File: src/sv/swts_pkg.sv
`timescale 1ns / 1ps
`default_nettype none

package swts_pkg;

	// Table geometry
	localparam int DEPTH      = 65536;
	localparam int WORD_BYTES = 24;
	localparam int ADDR_W     = $clog2(DEPTH);
	localparam int COUNT_W    = ADDR_W + 1;
	localparam int CFG_W      = 17;
	localparam int INDEX_W    = 16;
	localparam int POS_W      = 16;
	localparam int LANE_W     = 64;
	localparam int WORD_W     = 3 * LANE_W;

	// Controller to datapath
	typedef struct packed {
		logic capture;
		logic write_mem;
		logic issue_read;
		logic step;
		logic load_out;
	} swts_cmd_t;

	// Datapath to controller
	typedef struct packed {
		logic is_load;
		logic empty;
		logic match;
		logic out_free;
	} swts_status_t;

endpackage

`default_nettype wire

File: src/sv/swts_ctrl.sv
`timescale 1ns / 1ps
`default_nettype none

module swts_ctrl
	import swts_pkg::*;
(
	input  wire logic         clk,
	input  wire logic         arst_n,
	input  wire logic         in_valid,
	output logic              in_stall,
	input  swts_status_t      status,
	output swts_cmd_t         cmd
);

	typedef enum logic [2:0] {
		S_IDLE,
		S_LOAD,
		S_CHECK,
		S_CMP,
		S_DONE
	} state_t;

	state_t state_q;

	// Decode commands from the current state
	always_comb begin
		cmd            = '0;
		cmd.capture    = (state_q == S_IDLE) && in_valid;
		cmd.write_mem  = (state_q == S_LOAD);
		cmd.issue_read = (state_q == S_CHECK) && !status.empty;
		cmd.step       = (state_q == S_CMP);
		cmd.load_out   = (state_q == S_DONE) && status.out_free;
	end

	assign in_stall = (state_q != S_IDLE);

	// Advance the sequencer
	always_ff @(posedge clk or negedge arst_n) begin
		if (!arst_n) begin
			state_q <= S_IDLE;
		end else begin
			case (state_q)
				S_IDLE: begin
					if (in_valid) begin
						state_q <= status.is_load ? S_LOAD : S_CHECK;
					end
				end
				S_LOAD: begin
					state_q <= S_IDLE;
				end
				S_CHECK: begin
					state_q <= status.empty ? S_DONE : S_CMP;
				end
				S_CMP: begin
					state_q <= status.match ? S_DONE : S_CHECK;
				end
				S_DONE: begin
					if (status.out_free) begin
						state_q <= S_IDLE;
					end
				end
				default: begin
					state_q <= S_IDLE;
				end
			endcase
		end
	end

endmodule

`default_nettype wire

File: config.mk
export PLATFORM = sky130hd
export DESIGN_NAME = swts_ctrl
export DESIGN_NICKNAME = d
export VERILOG_FILES = /design/src/sv/swts_pkg.sv /design/src/sv/swts_ctrl.sv
export SDC_FILE = /design/constraint.sdc
export NUM_CORES = 1
export LEC_CHECK = 0
export ABC_AREA = 1
export BUFFER_PORTS_ARGS = -buffer_cell sky130_fd_sc_hd__buf_2
export CAP_MARGIN = 30
export CELL_PAD_IN_SITES_DETAIL_PLACEMENT = 1
export CELL_PAD_IN_SITES_GLOBAL_PLACEMENT = 1
export CORE_AREA = 3 3 40 42
export DETAILED_ROUTE_END_ITERATION = 8
export DIE_AREA = 0 0 43 45
export GPL_TIMING_DRIVEN = 0
export PLACE_DENSITY_LB_ADDON = 0.2
export SETUP_SLACK_MARGIN = 0.15
export SLEW_MARGIN = 5
export SYNTH_ARGS = -nofsm -noshare
export SYNTH_HDL_FRONTEND = slang
export SYNTH_SLANG_ARGS = --single-unit
File: constraint.sdc
create_clock -name clk -period 1.21 [get_ports clk]
set_input_delay 0.0605 -clock clk [delete_from_list [all_inputs] [get_ports clk]]
set_output_delay 0.0605 -clock clk [all_outputs]
set_load 0.02 [all_outputs]
=== Yosys cells after proc, flatten, opt, wreduce, memory -nomap -nowiden ===
Cells that the tools add are included.

* Input bits: 7
* Output and inout port bits: 6
* Logic and storage cells: 20
* Flip-flop bits (word level): 3

* Equality and inequality tests: 6
* Multiplexer cells: 6
* Reduce and logical (&&, ||, !) cells: 7

{| class="wikitable"
|+ Operator list
! cell !! count
|-
| 2-to-1 mux 3 bit || 4
|-
| case mux 3 bit (4 select lines) || 1
|-
| == test 3 x 2 -> 1 bit, second input constant || 2
|-
| != test 2 bit, second input constant || 2
|-
| == test 3 x 1 -> 1 bit, second input constant || 1
|-
| == test 3 bit, second input constant || 1
|-
| logical AND 1 bit || 3
|-
| zero test 3 bit || 1
|-
| nonzero test 3 bit || 1
|-
| 2-to-1 mux 2 bit || 1
|-
| AND reduction 2 bit || 1
|-
| zero test 1 bit || 1
|}

=== Depth between registers and ports, before layout ===
Gate-level depths: netlist of the first run.

* Depth in word-level cells: 3
* Depth in mapped cells: 6
* Mapped depth without buffers: 6

=== Worst setup path after synthesis of the first run ===
No wires, ideal clock.

* Path type: register to output
* Start point: register state_q[2]
* End point: output cmd[0] in the netlist's numbering
* Buffers on the path: 0
* Required time: 1.150 ns
* Slack: -0.038 ns
* Cell stages (with the launch flop): 3
* Data arrival time: 1.187 ns
* Path through: dfrtp_1 > inv_1 > nor4_1

{| class="wikitable"
|+ RTL lines
! what !! line !! RTL
|-
| start, declared || swts_ctrl.sv:23 || <nowiki>state_t state_q;</nowiki>
|-
| start signal, assigned || swts_ctrl.sv:45 || <nowiki>state_q <= status.is_load ? S_LOAD : S_CHECK;</nowiki>
|-
| start signal, assigned || swts_ctrl.sv:52 || <nowiki>state_q <= status.empty ? S_DONE : S_CMP;</nowiki>
|-
| start signal, assigned || swts_ctrl.sv:55 || <nowiki>state_q <= status.match ? S_DONE : S_CHECK;</nowiki>
|-
| end, declared || swts_ctrl.sv:12 || <nowiki>output swts_cmd_t cmd</nowiki>
|}

==> impl_results.rst, run 1 <==
.. list-table::
   :header-rows: 1

   * - Metric
     - Value
   * - Worst Setup End Kind
     - primary output
   * - Cell-by-cell trace of the critical path
     - nor3_4 -> inv_2 -> nor2_4 -> buf_6
   * - Fin cells
     - 79
   * - Total of warnings raised by yosys
     - 0
   * - Layout Skew
     - 0.00121 ns
   * - Relative contribution of combinational cells to total power
     - 69.6%
   * - Largest register FFs
     - 3
   * - Clock share of power
     - 12.5%
   * - Nets in the synthesized netlist
     - 43
   * - Net Sw Frac
     - 43.5%
   * - Die span in y
     - 45 um
   * - Cell taking the most area after synthesis
     - sky130_fd_sc_hd__dfrtp_1
   * - Final count of hold timing violations
     - 0
   * - Worst-path clk slew
     - 0.04 ns
   * - Number of storage elements in the synthesis netlist
     - 3
   * - Minimum setup slack after placement
     - 0.0611 ns
   * - FF-to-FF Start
     - state_q[1]
   * - Combined flip-flop and latch cell area
     - 78.8 um2
   * - Placed Instance Area
     - 312 um2
   * - Average via count per standard cell
     - 4.20
   * - Pwr dens
     - 2570 nW/um2
   * - Register area share after synthesis
     - 34.3%
   * - Commonest cells after routing, fill and taps aside
     - sky130_fd_sc_hd__buf_4 (9), sky130_fd_sc_hd__buf_6 (8), sky130_fd_sc_hd__inv_1 (7)
   * - Starting DRC count in detailed routing
     - 4
   * - Number of maximum-capacitance constraint violations
     - 0
   * - Worst slew margin relative to its limit
     - 87.1%
   * - Outcome
     - complete, but fails checks
   * - Final core occ
     - 42.4%
   * - Setup slack of the critical path after layout
     - -0.0465 ns
   * - Site Rows
     - 13
   * - Final critical path time including I/O delays and setup
     - 1.26 ns
   * - FMAX
     - 0.796 GHz
   * - TritonRoute pass-1 iters
     - 2
   * - Worst Min Path Start
     - status[1]
   * - Worst VDD drop
     - 0.805 mV
   * - Global router's overall resource usage
     - 10.7%
   * - Top-level port count
     - 13
   * - Count of input and output buffers
     - 12
   * - CTS tree
     - yes
   * - Effective utilization at floorplan
     - 17.0%
   * - Share of cells above drive strength 1
     - 73.4%
   * - Htree depth
     - 1
   * - Most common cell after layout, fill and taps aside
     - sky130_fd_sc_hd__buf_4
   * - Setup CP Type
     - reg2out
   * - Placed Cells incl. Taps
     - 63
   * - Net switching power figure
     - 609 uW
   * - Part of the power in registers
     - 17.8%
   * - Largest registers
     - state_q x3
   * - Min-delay worst type
     - in2reg
   * - Required time of the critical path
     - 1.15 ns
   * - Sum of net half-perimeters after detailed placement
     - 535 um
   * - Synth top area cells
     - sky130_fd_sc_hd__dfrtp_1 (34%), sky130_fd_sc_hd__inv_1 (21%), sky130_fd_sc_hd__nand3_1 (16%)
   * - Kind of start point of the critical path
     - flop
   * - Synthesized area per cell
     - 6.08 um2
   * - Largest net degree at the start of global routing
     - 6
   * - Vias in the first global route
     - 349
   * - Core outline area
     - 1280 um2
   * - Routed length per instance
     - 11.1 um
   * - Family of cells with the greatest summed delay on the critical path
     - flip-flops
   * - Clk sink count
     - 3
   * - Int Pwr
     - 791 uW
   * - DIE AREA
     - 1940 um2
   * - Violations in the final reports
     - negative setup slack
   * - Final Max Slew Viols
     - 0
   * - Post-detailed-route DRC marker count
     - 0
   * - Placer Congestion
     - 0.653
   * - Largest Register
     - state_q
   * - Global-route wire length before repair
     - 1.55 mm
   * - Worst hold slack after final layout
     - 0.0847 ns
   * - Post-route cell area
     - 544 um2
   * - Count of nets left with antenna violations after detail routing
     - 0
   * - Least-Margin Pin Slew
     - 0.192 ns
   * - Total congestion overflow
     - 0
   * - Net count reported at finish
     - 72
   * - Unique cell type count in the Yosys netlist
     - 9
   * - Critical-path maximum fanout
     - 5
   * - Cell area after synthesis
     - 219 um2
   * - Total number of vias
     - 332
   * - Post-Synthesis Cells
     - 36
   * - Aggregate routed wire length
     - 880 um
   * - CP Buf/Inv Count
     - 2
   * - Final clock period utilization by the worst path
     - 104%
   * - Clock latency on the worst-skew pair
     - 0.23 ns
   * - Setup repair after global routing missed its margin
     - true
   * - Number of diodes added for antenna fixing
     - 0
   * - Post-synth top area share
     - 34.3%
   * - Worst setup path start
     - state_q[1]
   * - Number of antenna violations at the first check in global routing
     - 0
   * - Total clock buffers created by CTS
     - 3
   * - Arrival time of data at the critical path endpoint
     - 1.20 ns
   * - Area growth from synthesis to layout
     - 149%
   * - Slowest Stage Delay on Critical Path
     - 0.45 ns
   * - Fill count
     - 165
   * - Worst-path cell with the longest stage delay
     - sky130_fd_sc_hd__dfrtp_2
   * - Clock Tree Buf Depth
     - 2
   * - Leakage
     - 0.294 nW
   * - Area of the multi-input gates
     - 178 um2
   * - Setup-failing EPs final
     - 6
   * - Buffer cell driving the clock tree root
     - sky130_fd_sc_hd__clkbuf_4
   * - Chip Width
     - 43 um
metal layers:
metal  global-route usage (%)  share of wire, %  up-vias
li1                         -                 -      167
met1                     13.2                37      156
met2                     17.7                56        9
met3                     5.98               6.5        0
met4                        0                 0        0
met5                        0                 0        -
timing repair:
action / in CTS / in global routing
setup endpoints to repair: 7 / 8
resized for setup: 24 / 13
hold buffers: 1 / 0
pin swaps: 8 / 7
buffers inserted: 8 / 3
endpoints found under the hold margin: 3 / 0
power groups by stage:
stage                     Combinational [mW]  Sequential, mW  Clock [mW]
final                                  0.974           0.249       0.176
after global routing                    1.06           0.259       0.193
after CTS                              0.772           0.221       0.182
after detailed placement               0.427           0.215           0
after global placement                 0.421           0.214           0
after floorplan                        0.311           0.193           0
final cells by class:
type	instances	share of cell area (%)
timing repair buffer	24	36.3
multi-input combinational	21	32.6
inverter	12	8.28
clock buffer	4	4.83
sequential	3	14.5
tap	15	3.45
synthesized netlist by cell type, drive strengths merged:
cell / instances
a21oi: 1
dfrtp: 3
inv: 12
nand2: 6
nand3: 7
nor2: 4
nor3: 2
nor4: 1
logic make-up (layout without fill, tap and decap cells):
| kind of cell | after synthesis | count (layout) | synth area share, % |
|---|---|---|---|
| compound gates | 1 | 1 | 2.28 |
| flops | 3 | 3 | 34.3 |
| buf+inv | 12 | 40 | 20.6 |
| simple gates | 20 | 20 | 42.9 |
worst reg2reg max path, stage by stage, from the launching register on:
cell and delay, ns:
sky130_fd_sc_hd__dfrtp_2 0.45, sky130_fd_sc_hd__buf_4 0.15, sky130_fd_sc_hd__buf_6 0.12, sky130_fd_sc_hd__nor2_4 0.10
sky130_fd_sc_hd__nand3_2 0.09, sky130_fd_sc_hd__nand2_2 0.09, sky130_fd_sc_hd__inv_1 0.04, sky130_fd_sc_hd__nand2_1 0.06
sky130_fd_sc_hd__inv_1 0.04
per-stage QoR:
step           TNS [ns]  total power, mW
2_1_floorplan         0            0.504
3_3_place_gp          0            0.635
3_5_place_dp          0            0.641
4_1_cts         -0.0508             1.18
5_1_grt          -0.592             1.51
6_report         -0.140             1.40
final timing paths:
| check | end | slack [ns] | cells past startpoint |
|---|---|---|---|
| setup reg to reg | state_q[1] | -0.04 | 8 |
| setup / recovery | cmd[4] | -0.05 | 4 |
| hold reg to reg | state_q[2] | 0.70 | 3 |
| max in group asynchronous | state_q[0] | 0.92 | 2 |
| min in group asynchronous | state_q[2] | 0.17 | 2 |
| hold / removal | state_q[2] | 0.08 | 3 |
No activity file was read; power rests on OpenSTA's default activity.
==> inputs of run 2 (changes only) <==
--- a/config.mk
+++ b/config.mk
@@ -15,6 +15,7 @@
 export DIE_AREA = 0 0 43 45
 export GPL_TIMING_DRIVEN = 0
 export PLACE_DENSITY_LB_ADDON = 0.2
+export REMOVE_ABC_BUFFERS = 1
 export SETUP_SLACK_MARGIN = 0.15
 export SLEW_MARGIN = 5
 export SYNTH_ARGS = -nofsm -noshare
==> run 2 against run 1 <==
Compared with the run above:
- the flow still finishes with violations (negative setup slack)
- maximum frequency fell by 2.0%
- sequential power fell by 9.2%
- register-to-register slack improved by 0.05 ns
- non-clock buffer count fell by 3
- first-iteration DRC count fell by 100%
- total power fell by 20%
- setup slack got worse by 0.026 ns
- wire length fell by 11%
- core utilization fell by 5.8 points
- cell count fell by 3.8%
==> impl_results.rst, run 2 (synthesis gave the netlist of run 1 again) <==
.. list-table::
   :header-rows: 1

   * - Metric
     - Value
   * - Outcome
     - complete, but fails checks (unchanged)
   * - Violations in the final reports
     - negative setup slack (unchanged)
   * - Worst Setup End Kind
     - primary output (unchanged)
   * - Arrival time of data at the critical path endpoint
     - 1.22 ns (was 1.20 ns)
   * - Global-route wire length before repair
     - 1.21 mm (was 1.55 mm)
   * - Total clock buffers created by CTS
     - 3 (unchanged)
   * - Number of antenna violations at the first check in global routing
     - 0 (unchanged)
   * - Setup slack of the critical path after layout
     - -0.0721 ns (was -0.0465 ns)
   * - Final Max Slew Viols
     - 0 (unchanged)
   * - CTS tree
     - yes (unchanged)
   * - Family of cells with the greatest summed delay on the critical path
     - flip-flops (unchanged)
   * - Total number of vias
     - 313 (was 332)
   * - Starting DRC count in detailed routing
     - 0 (was 4)
   * - Final clock period utilization by the worst path
     - 106% (was 104%)
   * - Routed length per instance
     - 10.3 um (was 11.1 um)
   * - Setup repair after global routing missed its margin
     - true (unchanged)
   * - Placed Instance Area
     - 298 um2 (was 312 um2)
   * - Worst slew margin relative to its limit
     - 84.0% (was 87.1%)
   * - Total congestion overflow
     - 0 (unchanged)
   * - Layout Skew
     - 0.000477 ns (was 0.00121 ns)
   * - Sum of net half-perimeters after detailed placement
     - 526 um (was 535 um)
   * - Global router's overall resource usage
     - 8.43% (was 10.7%)
   * - Kind of start point of the critical path
     - flop (unchanged)
   * - Site Rows
     - 13 (unchanged)
   * - Final count of hold timing violations
     - 0 (unchanged)
   * - Largest registers
     - state_q x3 (unchanged)
   * - TritonRoute pass-1 iters
     - 1 (was 2)
   * - Post-route cell area
     - 469 um2 (was 544 um2)
   * - Die span in y
     - 45 um (unchanged)
   * - Net count reported at finish
     - 69 (was 72)
   * - Critical-path maximum fanout
     - 5 (unchanged)
   * - Buffer cell driving the clock tree root
     - sky130_fd_sc_hd__clkbuf_4 (unchanged)
   * - Cell-by-cell trace of the critical path
     - buf_4 -> nor4_1 -> buf_2 (was nor3_4 -> inv_2 -> nor2_4 -> buf_6)
   * - Required time of the critical path
     - 1.15 ns (about the same)
   * - Final critical path time including I/O delays and setup
     - 1.28 ns (was 1.26 ns)
   * - Area of the multi-input gates
     - 148 um2 (was 178 um2)
   * - Design Power
     - 1.11 mW (was 1.40 mW)
   * - Fill count
     - 172 (was 165)
   * - Area growth from synthesis to layout
     - 114% (was 149%)
   * - Combined flip-flop and latch cell area
     - 78.8 um2 (unchanged)
   * - Effective utilization at floorplan
     - 17.0% (unchanged)
   * - Least-Margin Pin Slew
     - 0.238 ns (was 0.192 ns)
   * - Setup CP Type
     - reg2out (unchanged)
   * - Clock Tree Buf Depth
     - 2 (unchanged)
   * - FMAX
     - 0.780 GHz (was 0.796 GHz)
   * - Clock latency on the worst-skew pair
     - 0.23 ns (about the same)
   * - Most common cell after layout, fill and taps aside
     - sky130_fd_sc_hd__buf_2 (was sky130_fd_sc_hd__buf_4)
   * - Setup-failing EPs final
     - 3 (was 6)
   * - CP Buf/Inv Count
     - 2 (unchanged)
   * - Largest Register
     - state_q (unchanged)
   * - Htree depth
     - 1 (unchanged)
   * - Vias in the first global route
     - 294 (was 349)
   * - Share of cells above drive strength 1
     - 65.6% (was 73.4%)
   * - Min-delay worst type
     - in2reg (unchanged)
   * - Leakage
     - 0.268 nW (was 0.294 nW)
   * - Number of maximum-capacitance constraint violations
     - 0 (unchanged)
   * - Post-detailed-route DRC marker count
     - 0 (unchanged)
   * - Aggregate routed wire length
     - 784 um (was 880 um)
   * - Largest register FFs
     - 3 (unchanged)
   * - Count of input and output buffers
     - 12 (unchanged)
   * - Final core occ
     - 36.5% (was 42.4%)
   * - Commonest cells after routing, fill and taps aside
     - sky130_fd_sc_hd__buf_2 (9), sky130_fd_sc_hd__inv_1 (8), sky130_fd_sc_hd__buf_4 (7) (was sky130_fd_sc_hd__buf_4 (9), sky130_fd_sc_hd__buf_6 (8), sky130_fd_sc_hd__inv_1 (7))
   * - Number of diodes added for antenna fixing
     - 0 (unchanged)
   * - Largest net degree at the start of global routing
     - 7 (was 6)
   * - Chip Width
     - 43 um (unchanged)
   * - Worst-path cell with the longest stage delay
     - sky130_fd_sc_hd__dfrtp_2 (unchanged)
   * - Core outline area
     - 1280 um2 (unchanged)
   * - Worst hold slack after final layout
     - 0.0828 ns (was 0.0847 ns)
   * - Top-level port count
     - 13 (unchanged)
   * - Worst-path clk slew
     - 0.04 ns (about the same)
   * - DIE AREA
     - 1940 um2 (unchanged)
   * - Pwr dens
     - 2380 nW/um2 (was 2570 nW/um2)
   * - Slowest Stage Delay on Critical Path
     - 0.44 ns (was 0.45 ns)
   * - Worst VDD drop
     - 0.692 mV (was 0.805 mV)
   * - Average via count per standard cell
     - 4.12 (was 4.20)
   * - Placer Congestion
     - 0.683 (was 0.653)
   * - Clk sink count
     - 3 (unchanged)
   * - Count of nets left with antenna violations after detail routing
     - 0 (unchanged)
run 2: final cells by class:
class | instances | area share [%]
Clock buffer | 4 | 5.60
Multi-Input combinational cell | 21 | 31.5
Timing Repair Buffer | 21 | 32.5
Tap cell | 15 | 4.00
Inverter | 12 | 9.60
Sequential cell | 3 | 16.8
run 2: routing by layer:
| metal | vias to the layer above | GRT usage [%] | routed length, um |
|---|---|---|---|
| li1 | 158 | - | - |
| met1 | 147 | 10.2 | 308 |
| met2 | 8 | 14.1 | 433 |
| met3 | 0 | 2.39 | 42 |
| met4 | 0 | 3.61 | 0 |
| met5 | - | 0 | 0 |
run 2: power by group:
group          switching [mW]  internal [mW]  leakage, nW
clock                  0.0520          0.124       0.0150
combinational           0.380          0.333        0.218
sequential             0.0776          0.149       0.0351
total                   0.509          0.605        0.268
run 2: worst paths after layout:
path                              end  slack [ns]  cells after the start        from
min                        state_q[0]        0.08                      3   status[3]
max reg2reg                state_q[1]        0.01                      8  state_q[1]
max                            cmd[0]       -0.07                      3  state_q[1]
min in group asynchronous  state_q[2]        0.15                      2      arst_n
max in group asynchronous  state_q[1]        0.94                      2      arst_n
min reg2reg                state_q[0]        0.62                      3  state_q[0]
run 2: worst register-to-register path, stage by stage (launching register included):
cell and delay, ns:
sky130_fd_sc_hd__dfrtp_2 0.44, sky130_fd_sc_hd__buf_4 0.15, sky130_fd_sc_hd__buf_6 0.11, sky130_fd_sc_hd__nor2_4 0.10, sky130_fd_sc_hd__nand3_1 0.09, sky130_fd_sc_hd__nand2_2 0.09
sky130_fd_sc_hd__inv_2 0.03, sky130_fd_sc_hd__nand2_1 0.05, sky130_fd_sc_hd__inv_1 0.04
run 2: stage by stage:
step / setup WS (ns) / setup TNS (ns) / std cells
global placement: 0.0801 / 0 / 63
detailed placement: 0.0832 / 0 / 63
global route: -0.144 / -0.452 / 76
finish: -0.0721 / -0.148 / 76
CTS: -0.0737 / -0.0737 / 71
floorplan: -0.0378 / -0.0378 / 36
run 2: what timing repair did:
action | 4_1_cts | 5_1_grt
setup endpoints to repair | 7 | 8
buffers inserted | 3 | 5
hold endpoints to repair | 3 | 0
hold buffers | 1 | 0
pin swaps | 7 | 7
resized for setup | 22 | 4
==> inputs of run 3 (changes only) <==
--- a/config.mk
+++ b/config.mk
@@ -10,11 +10,11 @@
 export CAP_MARGIN = 30
 export CELL_PAD_IN_SITES_DETAIL_PLACEMENT = 1
 export CELL_PAD_IN_SITES_GLOBAL_PLACEMENT = 1
-export CORE_AREA = 3 3 40 42
+export CORE_AREA = 8 8 45 47
 export DETAILED_ROUTE_END_ITERATION = 8
-export DIE_AREA = 0 0 43 45
+export DIE_AREA = 0 0 53 55
 export GPL_TIMING_DRIVEN = 0
-export PLACE_DENSITY_LB_ADDON = 0.2
+export PLACE_DENSITY = 0.63
 export REMOVE_ABC_BUFFERS = 1
 export SETUP_SLACK_MARGIN = 0.15
 export SLEW_MARGIN = 5
==> run 3 against run 2 <==
Compared with the run above:
- via count is 4.8% lower
- combinational power is 21% lower
- total power is 12% lower
- largest cell class is now multi-input combinational cells
- the run still ends with negative setup slack left
- critical endpoint is now cmd[4]
- critical path type unchanged
- flip-flop and latch count stayed put
- highest routed layer is now met4
- critical path depth is 1 higher
==> impl_results.rst, run 3 (synthesis gave the netlist of run 1 again) <==
.. list-table::
   :header-rows: 1

   * - Metric
     - Value
   * - Net count reported at finish
     - 65 (was 69)
   * - Min-delay worst type
     - in2reg (unchanged)
   * - Worst slew margin relative to its limit
     - 87.4% (was 84.0%)
   * - Htree depth
     - 1 (unchanged)
   * - Outcome
     - complete, but fails checks (unchanged)
   * - Die span in y
     - 55 um (was 45 um)
   * - Minimum setup slack after placement
     - 0.116 ns (was 0.0832 ns)
   * - Final core occ
     - 31.0% (was 36.5%)
   * - Commonest cells after routing, fill and taps aside
     - sky130_fd_sc_hd__inv_1 (10), sky130_fd_sc_hd__buf_2 (7), sky130_fd_sc_hd__nand3_1 (6), sky130_fd_sc_hd__buf_4 (6), sky130_fd_sc_hd__nand2_1 (5) (was sky130_fd_sc_hd__buf_2 (9), sky130_fd_sc_hd__inv_1 (8), sky130_fd_sc_hd__buf_4 (7))
   * - Total number of vias
     - 298 (was 313)
   * - CTS tree
     - yes (unchanged)
   * - Clock latency on the worst-skew pair
     - 0.23 ns (about the same)
   * - Number of diodes added for antenna fixing
     - 0 (unchanged)
   * - Routed length per instance
     - 10.2 um (was 10.3 um)
   * - Clock Tree Buf Depth
     - 2 (unchanged)
   * - Area growth from synthesis to layout
     - 96.0% (was 114%)
   * - Post-detailed-route DRC marker count
     - 0 (unchanged)
   * - Aggregate routed wire length
     - 746 um (was 784 um)
   * - Pwr dens
     - 2280 nW/um2 (was 2380 nW/um2)
   * - Global router's overall resource usage
     - 6.24% (was 8.43%)
   * - Worst Setup End Kind
     - primary output (unchanged)
   * - Cell-by-cell trace of the critical path
     - nor3_2 -> inv_1 -> nor2_1 -> buf_4 (was buf_4 -> nor4_1 -> buf_2)
   * - Setup repair after global routing missed its margin
     - true (unchanged)
   * - Largest net degree at the start of global routing
     - 7 (unchanged)
   * - Clk sink count
     - 3 (unchanged)
   * - Share of cells above drive strength 1
     - 56.1% (was 65.6%)
   * - Arrival time of data at the critical path endpoint
     - 1.19 ns (was 1.22 ns)
   * - Slowest Stage Delay on Critical Path
     - 0.45 ns (was 0.44 ns)
   * - Largest Register
     - state_q (unchanged)
   * - Kind of start point of the critical path
     - flop (unchanged)
   * - Total congestion overflow
     - 0 (unchanged)
   * - Placed Cells incl. Taps
     - 64 (was 63)
   * - Hold path cells
     - 3 (unchanged)
   * - Setup-failing EPs final
     - 1 (was 3)
   * - Final critical path time including I/O delays and setup
     - 1.25 ns (was 1.28 ns)
   * - FMAX
     - 0.801 GHz (was 0.780 GHz)
   * - Largest registers
     - state_q x3 (unchanged)
   * - TritonRoute pass-1 iters
     - 1 (unchanged)
   * - Top-level port count
     - 13 (unchanged)
   * - TNS Setup
     - -0.0379 ns (was -0.148 ns)
   * - Violations in the final reports
     - negative setup slack (unchanged)
   * - Worst-path clk slew
     - 0.04 ns (about the same)
   * - Setup CP Type
     - reg2out (unchanged)
   * - Starting DRC count in detailed routing
     - 0 (unchanged)
   * - Worst-path cell with the longest stage delay
     - sky130_fd_sc_hd__dfrtp_2 (unchanged)
   * - Number of antenna violations at the first check in global routing
     - 0 (unchanged)
   * - Total clock buffers created by CTS
     - 3 (unchanged)
   * - Final count of hold timing violations
     - 0 (unchanged)
   * - Average via count per standard cell
     - 4.08 (was 4.12)
   * - Largest register FFs
     - 3 (unchanged)
   * - Buffer cell driving the clock tree root
     - sky130_fd_sc_hd__clkbuf_4 (unchanged)
   * - Sum of net half-perimeters after detailed placement
     - 553 um (was 526 um)
   * - Chip Width
     - 53 um (was 43 um)
   * - Required time of the critical path
     - 1.15 ns (about the same)
   * - Number of maximum-capacitance constraint violations
     - 0 (unchanged)
   * - Core outline area
     - 1380 um2 (was 1280 um2)
   * - Least-Margin Pin Slew
     - 0.187 ns (was 0.238 ns)
   * - Worst R2R Path Depth
     - 8 (unchanged)
   * - Setup slack of the critical path after layout
     - -0.0379 ns (was -0.0721 ns)
   * - Effective utilization at floorplan
     - 15.8% (was 17.0%)
   * - Final Max Slew Viols
     - 0 (unchanged)
   * - Count of input and output buffers
     - 12 (unchanged)
   * - Layout Skew
     - 0.00120 ns (was 0.000477 ns)
   * - Count of nets left with antenna violations after detail routing
     - 0 (unchanged)
   * - Worst VDD drop
     - 0.511 mV (was 0.692 mV)
   * - Site Rows
     - 14 (was 13)
   * - DIE AREA
     - 2920 um2 (was 1940 um2)
   * - Final clock period utilization by the worst path
     - 103% (was 106%)
   * - Fin cells
     - 73 (was 76)
   * - Vias in the first global route
     - 321 (was 294)
   * - Worst hold slack after final layout
     - 0.0668 ns (was 0.0828 ns)
   * - Most common cell after layout, fill and taps aside
     - sky130_fd_sc_hd__inv_1 (was sky130_fd_sc_hd__buf_2)
   * - Critical-path maximum fanout
     - 5 (unchanged)
   * - Leakage
     - 0.237 nW (was 0.268 nW)
   * - Placer Congestion
     - 0.721 (was 0.683)
   * - Global-route wire length before repair
     - 1.26 mm (was 1.21 mm)
## run 3: cell types whose count changed in the layout (fill, tap and decap cells not counted), sizes merged
cell,delta
buf,-4
## run 3: worst max-delay path, delay by kind of cell (launching register included)
family                 cells  cell delay (ns)
DFF                        1             0.45
and+or+nand+nor            2             0.29
buffers and inverters      2             0.22
## run 3: final timing paths
kind / to / slack, ns / from
max: cmd[4] / -0.04 / state_q[0]
min: state_q[2] / 0.07 / status[1]
max reg2reg: state_q[1] / 0.06 / state_q[1]
min reg2reg: state_q[0] / 0.61 / state_q[2]
max in group asynchronous: state_q[1] / 0.94 / arst_n
min in group asynchronous: state_q[0] / 0.15 / arst_n
## run 3: report_power, final
group          switching, mW  internal, mW  leakage (nW)
Combinational          0.310         0.256         0.187
Clock                 0.0519         0.124        0.0150
Sequential            0.0874         0.149        0.0351
Total                  0.450         0.528         0.237
## run 3: repair_timing
action / in CTS / in global routing
endpoints found under the hold margin: 3 / 0
gates resized for setup: 18 / 3
endpoints found under the setup margin: 8 / 8
pin swaps: 5 / 1
hold buffers: 1 / 0
cloned: 0 / 0
buffers inserted: 3 / 1
## run 3: through the flow
| step | area [um2] | power (mW) |
|---|---|---|
| floorplan | 219 | 0.476 |
| global placement | 299 | 0.604 |
| detailed placement | 299 | 0.607 |
| CTS | 409 | 0.955 |
| global route | 429 | 1.06 |
| finish | 429 | 0.978 |
## run 3: area by class of cell
type	count	area, um2
clock buffers	4	26.3
well taps	16	20.0
multi-input cells	21	135
flip-flops and latches	3	78.8
fillers	180	955
repair buffers	17	124
inverters	12	45.0
## run 3: layer usage
| metal | vias to the layer above | track usage, % | wire (um) |
|---|---|---|---|
| li1 | 150 | - | - |
| met1 | 138 | 4.73 | 249 |
| met2 | 8 | 11.1 | 444 |
| met3 | 2 | 2.14 | 42 |
| met4 | 0 | 7.76 | 9 |
| met5 | - | 0 | 0 |
